`config.mk`:
```
export PLATFORM = sky130hd
export DESIGN_NAME = fixed_capacity_array_list_unit
export DESIGN_NICKNAME = d
export VERILOG_FILES = /design/src/design/fcal_pkg.sv /design/src/design/fcal_ram.sv /design/src/design/fixed_capacity_array_list_unit.sv
export SDC_FILE = /design/constraint.sdc
export NUM_CORES = 2
export LEC_CHECK = 0
export BUFFER_PORTS_ARGS = -buffer_cell sky130_fd_sc_hd__buf_2
export CORE_ASPECT_RATIO = 0.9
export CORE_UTILIZATION = 40
export DETAILED_ROUTE_END_ITERATION = 6
export PLACE_DENSITY = 0.62
export SLEW_MARGIN = 0
export SYNTH_ARGS = -nofsm -noshare
export SYNTH_HDL_FRONTEND = slang
export SYNTH_SLANG_ARGS = --single-unit
```
`constraint.sdc`:
```
create_clock -name clk -period 10.25 [get_ports clk]
set_input_delay 1.5375 -clock clk [delete_from_list [all_inputs] [get_ports clk]]
set_output_delay 1.5375 -clock clk [all_outputs]
set_load 0.05 [all_outputs]
```
`src/design/fcal_pkg.sv`:
```
// ---------------------------------------------------------------------------
// Fixed-capacity array list package
// Shared widths, request codes, status codes and sequencer states.
// ---------------------------------------------------------------------------
package fcal_pkg;

	localparam int CAPACITY_DEF = 32;
	localparam int WORD_W       = 32;
	localparam int POS_W        = 5;
	localparam int REQ_W        = 3;
	localparam int CNT_OUT_W    = 6;
	localparam int STAT_W       = 2;
	localparam int IN_DATA_W    = 40;
	localparam int OUT_DATA_W   = 40;

	typedef enum logic [REQ_W-1:0] {
		REQ_PUSH_FRONT = 3'd0,
		REQ_PUSH_BACK  = 3'd1,
		REQ_POP_FRONT  = 3'd2,
		REQ_POP_BACK   = 3'd3,
		REQ_INSERT     = 3'd4,
		REQ_GET        = 3'd5,
		REQ_SET        = 3'd6,
		REQ_NONE       = 3'd7
	} req_t;

	typedef enum logic [STAT_W-1:0] {
		STAT_OK     = 2'd0,
		STAT_FULL   = 2'd1,
		STAT_EMPTY  = 2'd2,
		STAT_BEYOND = 2'd3
	} status_t;

	typedef enum logic [2:0] {
		ST_IDLE = 3'd0,
		ST_RD   = 3'd1,
		ST_WR   = 3'd2,
		ST_FIN  = 3'd3,
		ST_GET  = 3'd4
	} state_t;

endpackage

```
`src/design/fcal_ram.sv`:
```
// ---------------------------------------------------------------------------
// Generic RAM
// One write port and one read port; the read data is registered.
// ---------------------------------------------------------------------------
module fcal_ram #(
	parameter int WIDTH = 32,
	parameter int DEPTH = 32
) (
	input  logic                     clk,
	input  logic                     wr_en,
	input  logic [$clog2(DEPTH)-1:0] wr_addr,
	input  logic [WIDTH-1:0]         wr_data,
	input  logic                     rd_en,
	input  logic [$clog2(DEPTH)-1:0] rd_addr,
	output logic [WIDTH-1:0]         rd_data
);

	logic [WIDTH-1:0] mem_q [DEPTH];

	always_ff @(posedge clk) begin
		if (wr_en) begin
			mem_q[wr_addr] <= wr_data;
		end
		if (rd_en) begin
			rd_data <= mem_q[rd_addr];
		end
	end

endmodule

```
`src/design/fixed_capacity_array_list_unit.sv`:
```
// ---------------------------------------------------------------------------
// Fixed-capacity array list unit
// Ordered list of signed 32-bit words with shifting insert and pop front.
// ---------------------------------------------------------------------------
//  Channel   Direction  Contents (lowest bit first)
//  s_axis    in         req_type[2:0], position[7:3], value[39:8]
//  m_axis    out        read_value[31:0], count[37:32], status[39:38]
//
//  Push back, pop back, set, appends and failed requests load their result when accepted;
//  get loads it in ST_GET. Entry-moving inserts, push fronts and pop fronts alternate ST_RD
//  and ST_WR: every moved entry costs one read and one write of the single-port-pair RAM.
//  Reset clears the count and a valid bit per slot; an unwritten slot reads 0.
//  The input is held off while a request is in work or while a finished
//  result is still waiting and is not being taken.
// ---------------------------------------------------------------------------
module fixed_capacity_array_list_unit #(
	parameter int CAPACITY = fcal_pkg::CAPACITY_DEF
) (
	input  logic                             clk,
	input  logic                             arst_n,
	input  logic                             s_tvalid,
	output logic                             s_tready,
	// req_type[2:0], position[7:3], value[39:8]
	input  logic [fcal_pkg::IN_DATA_W-1:0]   s_tdata,
	output logic                             m_tvalid,
	input  logic                             m_tready,
	// read_value[31:0], count[37:32], status[39:38]
	output logic [fcal_pkg::OUT_DATA_W-1:0]  m_tdata
);

	localparam int AW = (CAPACITY > 1) ? $clog2(CAPACITY) : 1;
	localparam int CW = $clog2(CAPACITY + 1);
	localparam int WW = fcal_pkg::WORD_W;

	fcal_pkg::state_t state_q, state_nxt;

	logic [CW-1:0]       count_q, count_nxt;
	logic [AW-1:0]       cursor_q, slot_q;
	logic                dir_up_q;
	logic [WW-1:0]       val_q;
	logic [CAPACITY-1:0] valid_q;
	logic                rd_valid_q;

	logic                m_tvalid_q;
	logic [WW-1:0]       out_value_q;
	logic [fcal_pkg::CNT_OUT_W-1:0] out_count_q;
	fcal_pkg::status_t   out_status_q;

	// Request fields
	fcal_pkg::req_t           req;
	logic [fcal_pkg::POS_W-1:0] pos;
	logic [WW-1:0]            val;
	logic [AW-1:0]            pos_idx, count_idx, ins_slot;
	logic                     in_acc, out_free, full, empty, pos_ok;

	// Decode of an incoming request
	logic               d_wr, d_up, d_down, d_get, d_inc, d_dec;
	logic [AW-1:0]      d_addr;
	fcal_pkg::status_t  d_status;

	// Datapath controls
	logic               ram_wr, ram_rd;
	logic [AW-1:0]      ram_waddr, ram_raddr;
	logic [WW-1:0]      ram_wdata, ram_rdata, rd_word;
	logic               ld_out, cnt_inc, cnt_dec;
	logic [WW-1:0]      ld_value;
	fcal_pkg::status_t  ld_status;
	logic               down_more;

	assign req       = fcal_pkg::req_t'(s_tdata[2:0]);
	assign pos       = s_tdata[7:3];
	assign val       = s_tdata[39:8];
	assign pos_idx   = AW'(pos);
	assign count_idx = AW'(count_q);
	assign full      = (count_q == CW'(CAPACITY));
	assign empty     = (count_q == '0);
	assign pos_ok    = (32'(pos) < 32'(CAPACITY));
	assign out_free  = !m_tvalid_q || m_tready;
	assign s_tready  = (state_q == fcal_pkg::ST_IDLE) && out_free;
	assign in_acc    = s_tvalid && s_tready;
	assign rd_word   = rd_valid_q ? ram_rdata : '0;
	assign down_more = ((CW + 1)'(cursor_q) + (CW + 1)'(2)) < (CW + 1)'(count_q);

	always_comb begin
		if (req == fcal_pkg::REQ_PUSH_FRONT) begin
			ins_slot = '0;
		end else if (32'(pos) < 32'(count_q)) begin
			ins_slot = pos_idx;
		end else begin
			ins_slot = count_idx;
		end
	end

	always_comb begin
		d_wr     = 1'b0;
		d_up     = 1'b0;
		d_down   = 1'b0;
		d_get    = 1'b0;
		d_inc    = 1'b0;
		d_dec    = 1'b0;
		d_addr   = pos_idx;
		d_status = fcal_pkg::STAT_OK;
		case (req)
			fcal_pkg::REQ_PUSH_FRONT, fcal_pkg::REQ_INSERT: begin
				if (full) begin
					d_status = fcal_pkg::STAT_FULL;
				end else if (ins_slot == count_idx) begin
					d_wr   = 1'b1;
					d_addr = ins_slot;
					d_inc  = 1'b1;
				end else begin
					d_up = 1'b1;
				end
			end
			fcal_pkg::REQ_PUSH_BACK: begin
				if (full) begin
					d_status = fcal_pkg::STAT_FULL;
				end else begin
					d_wr   = 1'b1;
					d_addr = count_idx;
					d_inc  = 1'b1;
				end
			end
			fcal_pkg::REQ_POP_FRONT: begin
				if (empty) begin
					d_status = fcal_pkg::STAT_EMPTY;
				end else if (count_q > CW'(1)) begin
					d_down = 1'b1;
				end else begin
					d_dec = 1'b1;
				end
			end
			fcal_pkg::REQ_POP_BACK: begin
				if (empty) begin
					d_status = fcal_pkg::STAT_EMPTY;
				end else begin
					d_dec = 1'b1;
				end
			end
			fcal_pkg::REQ_GET: begin
				if (pos_ok) begin
					d_get = 1'b1;
				end else begin
					d_status = fcal_pkg::STAT_BEYOND;
				end
			end
			fcal_pkg::REQ_SET: begin
				if (pos_ok) begin
					d_wr = 1'b1;
				end else begin
					d_status = fcal_pkg::STAT_BEYOND;
				end
			end
			default: begin
			end
		endcase
	end

	// Next state
	always_comb begin
		state_nxt = state_q;
		case (state_q)
			fcal_pkg::ST_IDLE: begin
				if (in_acc && (d_up || d_down)) begin
					state_nxt = fcal_pkg::ST_RD;
				end else if (in_acc && d_get) begin
					state_nxt = fcal_pkg::ST_GET;
				end
			end
			fcal_pkg::ST_RD: state_nxt = fcal_pkg::ST_WR;
			fcal_pkg::ST_WR: begin
				if (dir_up_q) begin
					state_nxt = (cursor_q - AW'(1) == slot_q) ? fcal_pkg::ST_FIN
					                                         : fcal_pkg::ST_RD;
				end else begin
					state_nxt = down_more ? fcal_pkg::ST_RD : fcal_pkg::ST_IDLE;
				end
			end
			fcal_pkg::ST_FIN: state_nxt = fcal_pkg::ST_IDLE;
			fcal_pkg::ST_GET: state_nxt = fcal_pkg::ST_IDLE;
			default:          state_nxt = fcal_pkg::ST_IDLE;
		endcase
	end

	// Sequencer outputs: RAM port controls, count update and result load
	always_comb begin
		ram_wr    = 1'b0;
		ram_waddr = d_addr;
		ram_wdata = val;
		ram_rd    = 1'b0;
		ram_raddr = pos_idx;
		ld_out    = 1'b0;
		ld_value  = '0;
		ld_status = fcal_pkg::STAT_OK;
		cnt_inc   = 1'b0;
		cnt_dec   = 1'b0;
		case (state_q)
			fcal_pkg::ST_IDLE: begin
				ram_wr    = in_acc && d_wr;
				ram_rd    = in_acc && d_get;
				ld_out    = in_acc && !(d_up || d_down || d_get);
				ld_status = d_status;
				cnt_inc   = in_acc && d_inc;
				cnt_dec   = in_acc && d_dec;
			end
			fcal_pkg::ST_RD: begin
				ram_rd    = 1'b1;
				ram_raddr = dir_up_q ? cursor_q - AW'(1) : cursor_q + AW'(1);
			end
			fcal_pkg::ST_WR: begin
				ram_wr    = 1'b1;
				ram_waddr = cursor_q;
				ram_wdata = rd_word;
				if (!dir_up_q && !down_more) begin
					ld_out  = 1'b1;
					cnt_dec = 1'b1;
				end
			end
			fcal_pkg::ST_FIN: begin
				ram_wr    = 1'b1;
				ram_waddr = slot_q;
				ram_wdata = val_q;
				ld_out    = 1'b1;
				cnt_inc   = 1'b1;
			end
			fcal_pkg::ST_GET: begin
				ld_out   = 1'b1;
				ld_value = rd_word;
			end
			default: begin
			end
		endcase
	end

	always_comb begin
		count_nxt = count_q;
		if (cnt_inc) begin
			count_nxt = count_q + CW'(1);
		end else if (cnt_dec) begin
			count_nxt = count_q - CW'(1);
		end
	end

	always_ff @(posedge clk or negedge arst_n) begin
		if (!arst_n) begin
			state_q    <= fcal_pkg::ST_IDLE;
			count_q    <= '0;
			valid_q    <= '0;
			m_tvalid_q <= 1'b0;
			rd_valid_q <= 1'b0;
		end else begin
			state_q <= state_nxt;
			count_q <= count_nxt;
			if (ram_wr) begin
				valid_q[ram_waddr] <= 1'b1;
			end
			if (ram_rd) begin
				rd_valid_q <= valid_q[ram_raddr];
			end
			if (ld_out) begin
				m_tvalid_q <= 1'b1;
			end else if (m_tready) begin
				m_tvalid_q <= 1'b0;
			end
		end
	end

	always_ff @(posedge clk) begin
		if (in_acc) begin
			val_q    <= val;
			slot_q   <= ins_slot;
			dir_up_q <= d_up;
			cursor_q <= d_up ? count_idx : '0;
		end else if (state_q == fcal_pkg::ST_WR) begin
			cursor_q <= dir_up_q ? cursor_q - AW'(1) : cursor_q + AW'(1);
		end
		if (ld_out) begin
			out_value_q  <= ld_value;
			out_count_q  <= fcal_pkg::CNT_OUT_W'(count_nxt);
			out_status_q <= ld_status;
		end
	end

	fcal_ram #(
		.WIDTH (WW),
		.DEPTH (CAPACITY)
	) u_store (
		.clk     (clk),
		.wr_en   (ram_wr),
		.wr_addr (ram_waddr),
		.wr_data (ram_wdata),
		.rd_en   (ram_rd),
		.rd_addr (ram_raddr),
		.rd_data (ram_rdata)
	);

	assign m_tvalid = m_tvalid_q;
	assign m_tdata  = {out_status_q, out_count_q, out_value_q};

endmodule
```
Word-level counts from Yosys, hierarchy flattened:

Memory sizes are Yosys's and may differ from the RTL's. A register that Yosys moved wholly into a read port is not among the register bits.
Cells that the tools add are included.

* bits in registers: 126
* bits in writable memories: 1024
* input port bits: 44
* output and inout port bits: 42
* word-level logic and storage cells: 121
* memories: 1

* $add $sub $neg: 5
* magnitude comparators: 6
* eq/ne operators: 14
* muxes and demuxes: 55
* bitwise logic cells: 1
* reductions and logical operators: 27

Memory list
* u_store.mem_q: depth 32, bits a word 32, read ports 1, clocked after memory_dff 1, write ports 1, line fcal_ram.sv:18 `logic [WIDTH-1:0] mem_q [DEPTH];`

Operator list (number)
* case mux 32 bit (2 select lines): 1
* 2-to-1 mux 5 bit: 10
* 2-to-1 mux 32 bit: 1
* OR 32 bit: 1
* 2-to-1 mux 1 bit: 22
* case mux 5 bit (2 select lines): 2
* == test 3 x 2 -> 1 bit, second input constant: 4
* == test 3 bit, second input constant: 4
* < comparator 5 x 6 -> 1 bit, second input constant: 2
* 2-to-1 mux 6 bit: 2
* case mux 1 bit (2 select lines): 6
* == test 5 bit: 2
* logical AND 1 bit: 10
* case mux 3 bit (3 select lines): 1
* OR reduction 2 bit: 4
* adder 5 x 2 -> 6 bit, second input constant: 1
* adder 6 x 1 -> 6 bit, second input constant: 1
* == test 3 x 1 -> 1 bit, second input constant: 2
* == test 6 bit, second input constant: 1
* greater-than comparator 6 x 1 -> 1 bit, second input constant: 1
* zero test 3 bit: 2
* zero test 6 bit: 1
* < comparator 5 x 6 -> 1 bit: 1
* < comparator 6 bit: 1
* 15 further kinds: 25

Depth between registers and ports, before layout:

* depth after elaboration: 13
* mapped depth: 13
* depth with buffers taken out: 11

Modules after synthesis:

Synthesis repeated with hierarchy kept, for this count alone.

* cells, all modules: 2945
* area total of the unflattened synthesis: 47765.8 µm²

Modules (own cells, without submodules)
* fcal_ram: instances 1, cells each 2260, area each 40812.9 µm², sequential area each 31710.4 µm²
* fixed_capacity_array_list_unit: instances 1, cells each 685, area each 6952.9 µm², sequential area each 3568.4 µm²

Least setup slack after synthesis:

OpenSTA, ideal clock, no wires.

* path type: in2reg
* from: input s_tdata[6] (netlist name)
* to: memory u_store.mem_q[21][0] (enable)
* setup time: 0.461 ns
* data arrival time: 5.745 ns
* required time: 9.789 ns
* path slack: 4.044 ns
* stages: 10
* path buffers: 1
* cells stage by stage: ha_1 -> a21o_1 -> a21oi_1 -> o22ai_4 -> a211o_1 -> nand3_4 -> mux2i_1 -> a22oi_1 -> buf_2 -> nor3_1

* word-level cells in the longest chain between the ends: 11
* elaborated cells between the ends (all ways): 16
* those cells by class: order compare: 1; eq/ne: 1; mux: 13; reduce/logical: 1

RTL lines
* start, declared: line fixed_capacity_array_list_unit.sv:24 `input logic [fcal_pkg::IN_DATA_W-1:0] s_tdata,`
* < comparator 5 x 6 -> 1 bit: line fixed_capacity_array_list_unit.sv:87 `end else if (32'(pos) < 32'(count_q)) begin`
* 2-to-1 mux 5 bit: line fixed_capacity_array_list_unit.sv:87
* 2-to-1 mux 5 bit: line fixed_capacity_array_list_unit.sv:85 `if (req == fcal_pkg::REQ_PUSH_FRONT) begin`
* == test 5 bit: line fixed_capacity_array_list_unit.sv:107 `end else if (ins_slot == count_idx) begin`
* 2-to-1 mux 1 bit: line fixed_capacity_array_list_unit.sv:107
* 2-to-1 mux 1 bit: line fixed_capacity_array_list_unit.sv:105 `if (full) begin`
* case mux 1 bit (3 select lines): line fixed_capacity_array_list_unit.sv:103 `case (req)`
* logical AND 1 bit: line fixed_capacity_array_list_unit.sv:199 `ram_wr = in_acc && d_wr;`
* case mux 1 bit (2 select lines): line fixed_capacity_array_list_unit.sv:197 `case (state_q)`
* 2-to-1 mux 1 bit: line fcal_ram.sv:21 `if (wr_en) begin`
* 2-to-1 mux 1 bit (implied by the code): line fcal_ram.sv:22 `mem_q[wr_addr] <= wr_data;`
* end, declared: line fcal_ram.sv:18

Parallel ways exist; a longest one is shown, timed or not.

Worst setup path after layout:

* from: register state_q[0]
* to: register u_store.rd_data[28], read port of u_store.mem_q, data pin

* word-level cells in the longest chain between the ends: 5
* elaborated cells between the ends (all ways): 7
* those cells by class: eq/ne: 1; mux: 2; reduce/logical: 4

RTL lines
* start, declared: line fixed_capacity_array_list_unit.sv:35 `fcal_pkg::state_t state_q, state_nxt;`
* start signal, assigned: line fixed_capacity_array_list_unit.sv:246 `state_q <= fcal_pkg::ST_IDLE;`
* start signal, assigned: line fixed_capacity_array_list_unit.sv:252 `state_q <= state_nxt;`
* zero test 3 bit: line fixed_capacity_array_list_unit.sv:79, fixed_capacity_array_list_unit.sv:197
* logical AND 1 bit: line fixed_capacity_array_list_unit.sv:79 `assign s_tready = (state_q == fcal_pkg::ST_IDLE) && out_free;`
* logical AND 1 bit: line fixed_capacity_array_list_unit.sv:80 `assign in_acc = s_tvalid && s_tready;`
* logical AND 1 bit: line fixed_capacity_array_list_unit.sv:200 `ram_rd = in_acc && d_get;`
* case mux 1 bit (2 select lines): line fixed_capacity_array_list_unit.sv:197
* end, declared: line fcal_ram.sv:15 `output logic [WIDTH-1:0] rd_data`

Parallel ways exist; a longest one is shown, timed or not.
A chain may end at the register's enable or synchronous reset.

==> run_results.csv <==
group,metric,value,unit
setup_path,path_max_fanout,62,
clock_network,holdBufCountCts,0,
clock_network,post_cts_resized,0,
synth,yosysWarnings,0,
sta,timing.final.crit_share,49.5,%
sta,max_slew_margin,11.7,%
power,pwr-share-seq,44.4,%
sta,hold_viol,0,
clock_network,cts_tree,"done",
sta,rsz0062_at_grt,"false",
power,p_int,9.62,mW
clock_network,postCtsSetupRepairBufs,0,
power,p_sw,4.50,mW
setup_path,path_buf_inv,2,
synth,synthMuxAreaShare,12.8,%
synth,synth-xor-area-share,0.315,%
grt,antenna_found_initial,0,
clock_network,clk_latency,0.72,ns
synth,synth_nets,2712,
floorplan,io_pins,86,
route,drc,0,
synth,ys_seq_area_share,74.7,%
setup_path,critPathSlowestCell,"nor3b_2",
sta,clock_skew,0.0349,ns
route,via_per_inst,5.74,
floorplan,initial_core_util,40.4,%
synth,async_flop_share,3.64,%
grt,grt_pass1_vias,25600,
sta,slew_violations,0,
floorplan,std_cell_rows,119,
setup_path,cp_top_family,"simple AND/OR/NAND/NOR gates",
layout,syn2layout_area_growth,13.2,%
route,routed_wl,120000,um
sta,tightestPinTransition,1.32,ns
clock_network,clkTransAtPathRegs,0.06,ns
clock_network,cts-root-buf,"clkbuf_16",
sta,setup_tns,0,ns
route,antenna_left,0,
setup_path,r2r-start,"state_q[0]",
synth,synth-compound-area-share,3.11,%
sta,finalSetupViolations,0,
synth,synth_area,47200,sq um
layout,antenna_cells,0,
grt,grt_remaining_overflow,0,
layout,drive_gt1_share,23.3,%
synth,synth_cells,2650,
place,dpl_cell_area,49800,sq um
power,power.total,14.1,mW
layout,final_nets,2827,
power,p_leak,17.6,nW
sta,fin_crit,5.07,ns
worst_hold_path,hold_start,"valid_q[17]",
route,initialDrtViolationCount,3224,
layout,stdcell_area,53500,sq um
synth,ys_seq_elements,1182,
setup_path,cp_common_cell,"nand2_1",
synth,synth_flop_cell,"edfxtp_1",
grt,grt_max_degree,159,
setup_path,max_stage_delay,1.04,ns
synth,avgSynthCellArea,17.8,sq um
route,vias,25400,
clock_network,cts.sinks,1182,
clock_network,ctsHtreeMaxLevel,3,
floorplan,die_h,328,um
setup_path,worstPathRequired,10.69,ns
setup_path,end_kind,"flop",
synth,synthAdderAreaFrac,0.477,%
floorplan,die_area,119000,sq um
worst_hold_path,hold_path_class,"reg -> reg",
place,port_buffers,85,
run,maxCapViolCount,0,
setup_path,start_kind,"flop",
setup_path,path_cells,"nor3b_2, nand2_1, o21ai_4, buf_4, buf_4, mux4_2, nand2_1, nand3_1, nand2_1, o21ai_0",
sta,max_freq,0.197,GHz
status,status,"complete, no violations",
floorplan,coreArea,117000,sq um
clock_network,cts_buffers,111,
power,vdd_drop_max,0.199,mV
route,drtPass1Iterations,5,
power,power.share.clock,29.1,%
place,gp_congestion,0.908,
power,power_density,264,nW/um^2
floorplan,fp.dieW,364,um
setup_path,critPathLaunch,"state_q[0]",
power,combPwrFrac,26.5,%
place,dpl.hpwl,59000,um
setup_path,worstPathArrival,5.51,ns
route,wl_per_cell,27.1,um
power,netSwitchingFraction,31.9,%
synth,synth-simple-area-share,6.69,%
setup_path,path_class,"reg -> reg",
grt,grt_pass1_wl,175000,um
grt,track_usage,20.3,%
synth,synth_cell_types,69,
clock_network,cts_max_path_buffers,3,
synth,synth_edf_count,1139,
synth,synth_top_family_by_area,"multiplexers",
worst min-delay path, delay by kind of cell, from the launching register on:
family                 cells  cell delay (ns)
buffers and inverters      1             0.04
AOI/OAI and AO/OA          1             0.05
DFF                        1             0.34
stage by stage:
stage	hold WS (ns)	utilization (%)	instances	setup WS, ns
6_report	0.466	45.7	4434	5.18
3_5_place_dp	0.456	42.6	4225	4.77
5_1_grt	0.493	45.7	4434	4.82
2_1_floorplan	0.431	-	2650	4.04
3_3_place_gp	0.445	42.6	4225	4.86
4_1_cts	0.470	45.7	4434	5.07
Yosys cell counts, types with 5 or more instances:
library cell,n,area share [%]
edfxtp_1,1139,72
nand4_1,6,0.079
o31ai_1,34,0.54
nand2_1,384,3.1
nand3_1,174,1.8
a21o_1,7,0.11
buf_4,16,0.25
buf_1,24,0.19
and3_1,7,0.093
a21oi_1,54,0.57
mux4_2,264,13
buf_2,36,0.38
inv_1,49,0.39
mux2i_1,9,0.19
nor3_1,37,0.39
nand2b_1,8,0.11
o211ai_2,5,0.13
clkbuf_1,79,0.63
ha_1,18,0.48
nor2b_1,5,0.066
xnor2_1,13,0.24
dfrtp_1,43,2.3
o21ai_0,77,0.82
nor2_1,89,0.71
power by group through the flow:
stage	clock network [mW]	registers (mW)	logic [mW]
6_report	4.11	6.27	3.75
3_3_place_gp	0	6.35	3.68
5_1_grt	4.35	6.30	4.06
4_1_cts	4.17	6.27	3.77
2_1_floorplan	0	6.49	2.40
3_5_place_dp	0	6.37	3.76
sequential cells by signal, summed over array words and instances (netlist names):
register,count
u_store.mem_q,1024
out_value_q,32
u_store.rd_data,32
val_q,32
valid_q,32
count_q,6
out_count_q,6
cursor_q,5
slot_q,5
state_q,3
out_status_q,2
dir_up_q,1
m_tvalid,1
rd_valid_q,1
layout by cell type, fill, tap and decap left out, drive strengths merged, types with 13 or more instances in the layout:
cell,n
inv,52
a21oi,54
clkbuf,154
mux4,264
edfxtp,1139
nand3,175
o21ai,77
nand2,384
buf,160
dfrtp,43
nor2,89
o31ai,35
xnor2,13
clkinv,42
ha,18
nor3,37
cell families (layout without fill, tap and decap cells):
group,count (synthesis),count (layout)
simple gates,727,727
flops,1182,1182
buf+inv,208,419
fa+ha+maj,18,18
mux,275,275
compound gates,223,223
xor+xnor,17,17
path summary, 6_finish.rpt:
path / end / slack (ns) / depth (start not counted)
worst max-delay path: u_store.rd_data[28] / 5.18 / 10
worst min-delay path: valid_q[17] / 0.47 / 2
worst max register to register: u_store.rd_data[28] / 5.18 / 10
worst min register to register: valid_q[17] / 0.47 / 2
max in group asynchronous: state_q[0] / 8.45 / 1
min in group asynchronous: m_tvalid / 1.03 / 1
metal layers:
layer / routed length [um] / part of all wire (%) / global-route usage, %
met4: 2460 / 2.0 / 4.81
met1: 50500 / 42 / 29.5
met2: 57500 / 48 / 32.1
met3: 9930 / 8.3 / 3.37
met5: 0 / 0 / 0
final cells by class:
cell class / count / area, sq um
Timing Repair Buffer: 160 / 1040
Fill cell: 9975 / 63600
Tap cell: 1573 / 1970
Inverter: 50 / 188
Clock inverter: 55 / 554
Multi-Input combinational cell: 1260 / 11400
Clock buffer: 154 / 3070
Sequential cell: 1182 / 35300
No activity file was read; power rests on OpenSTA's default activity.
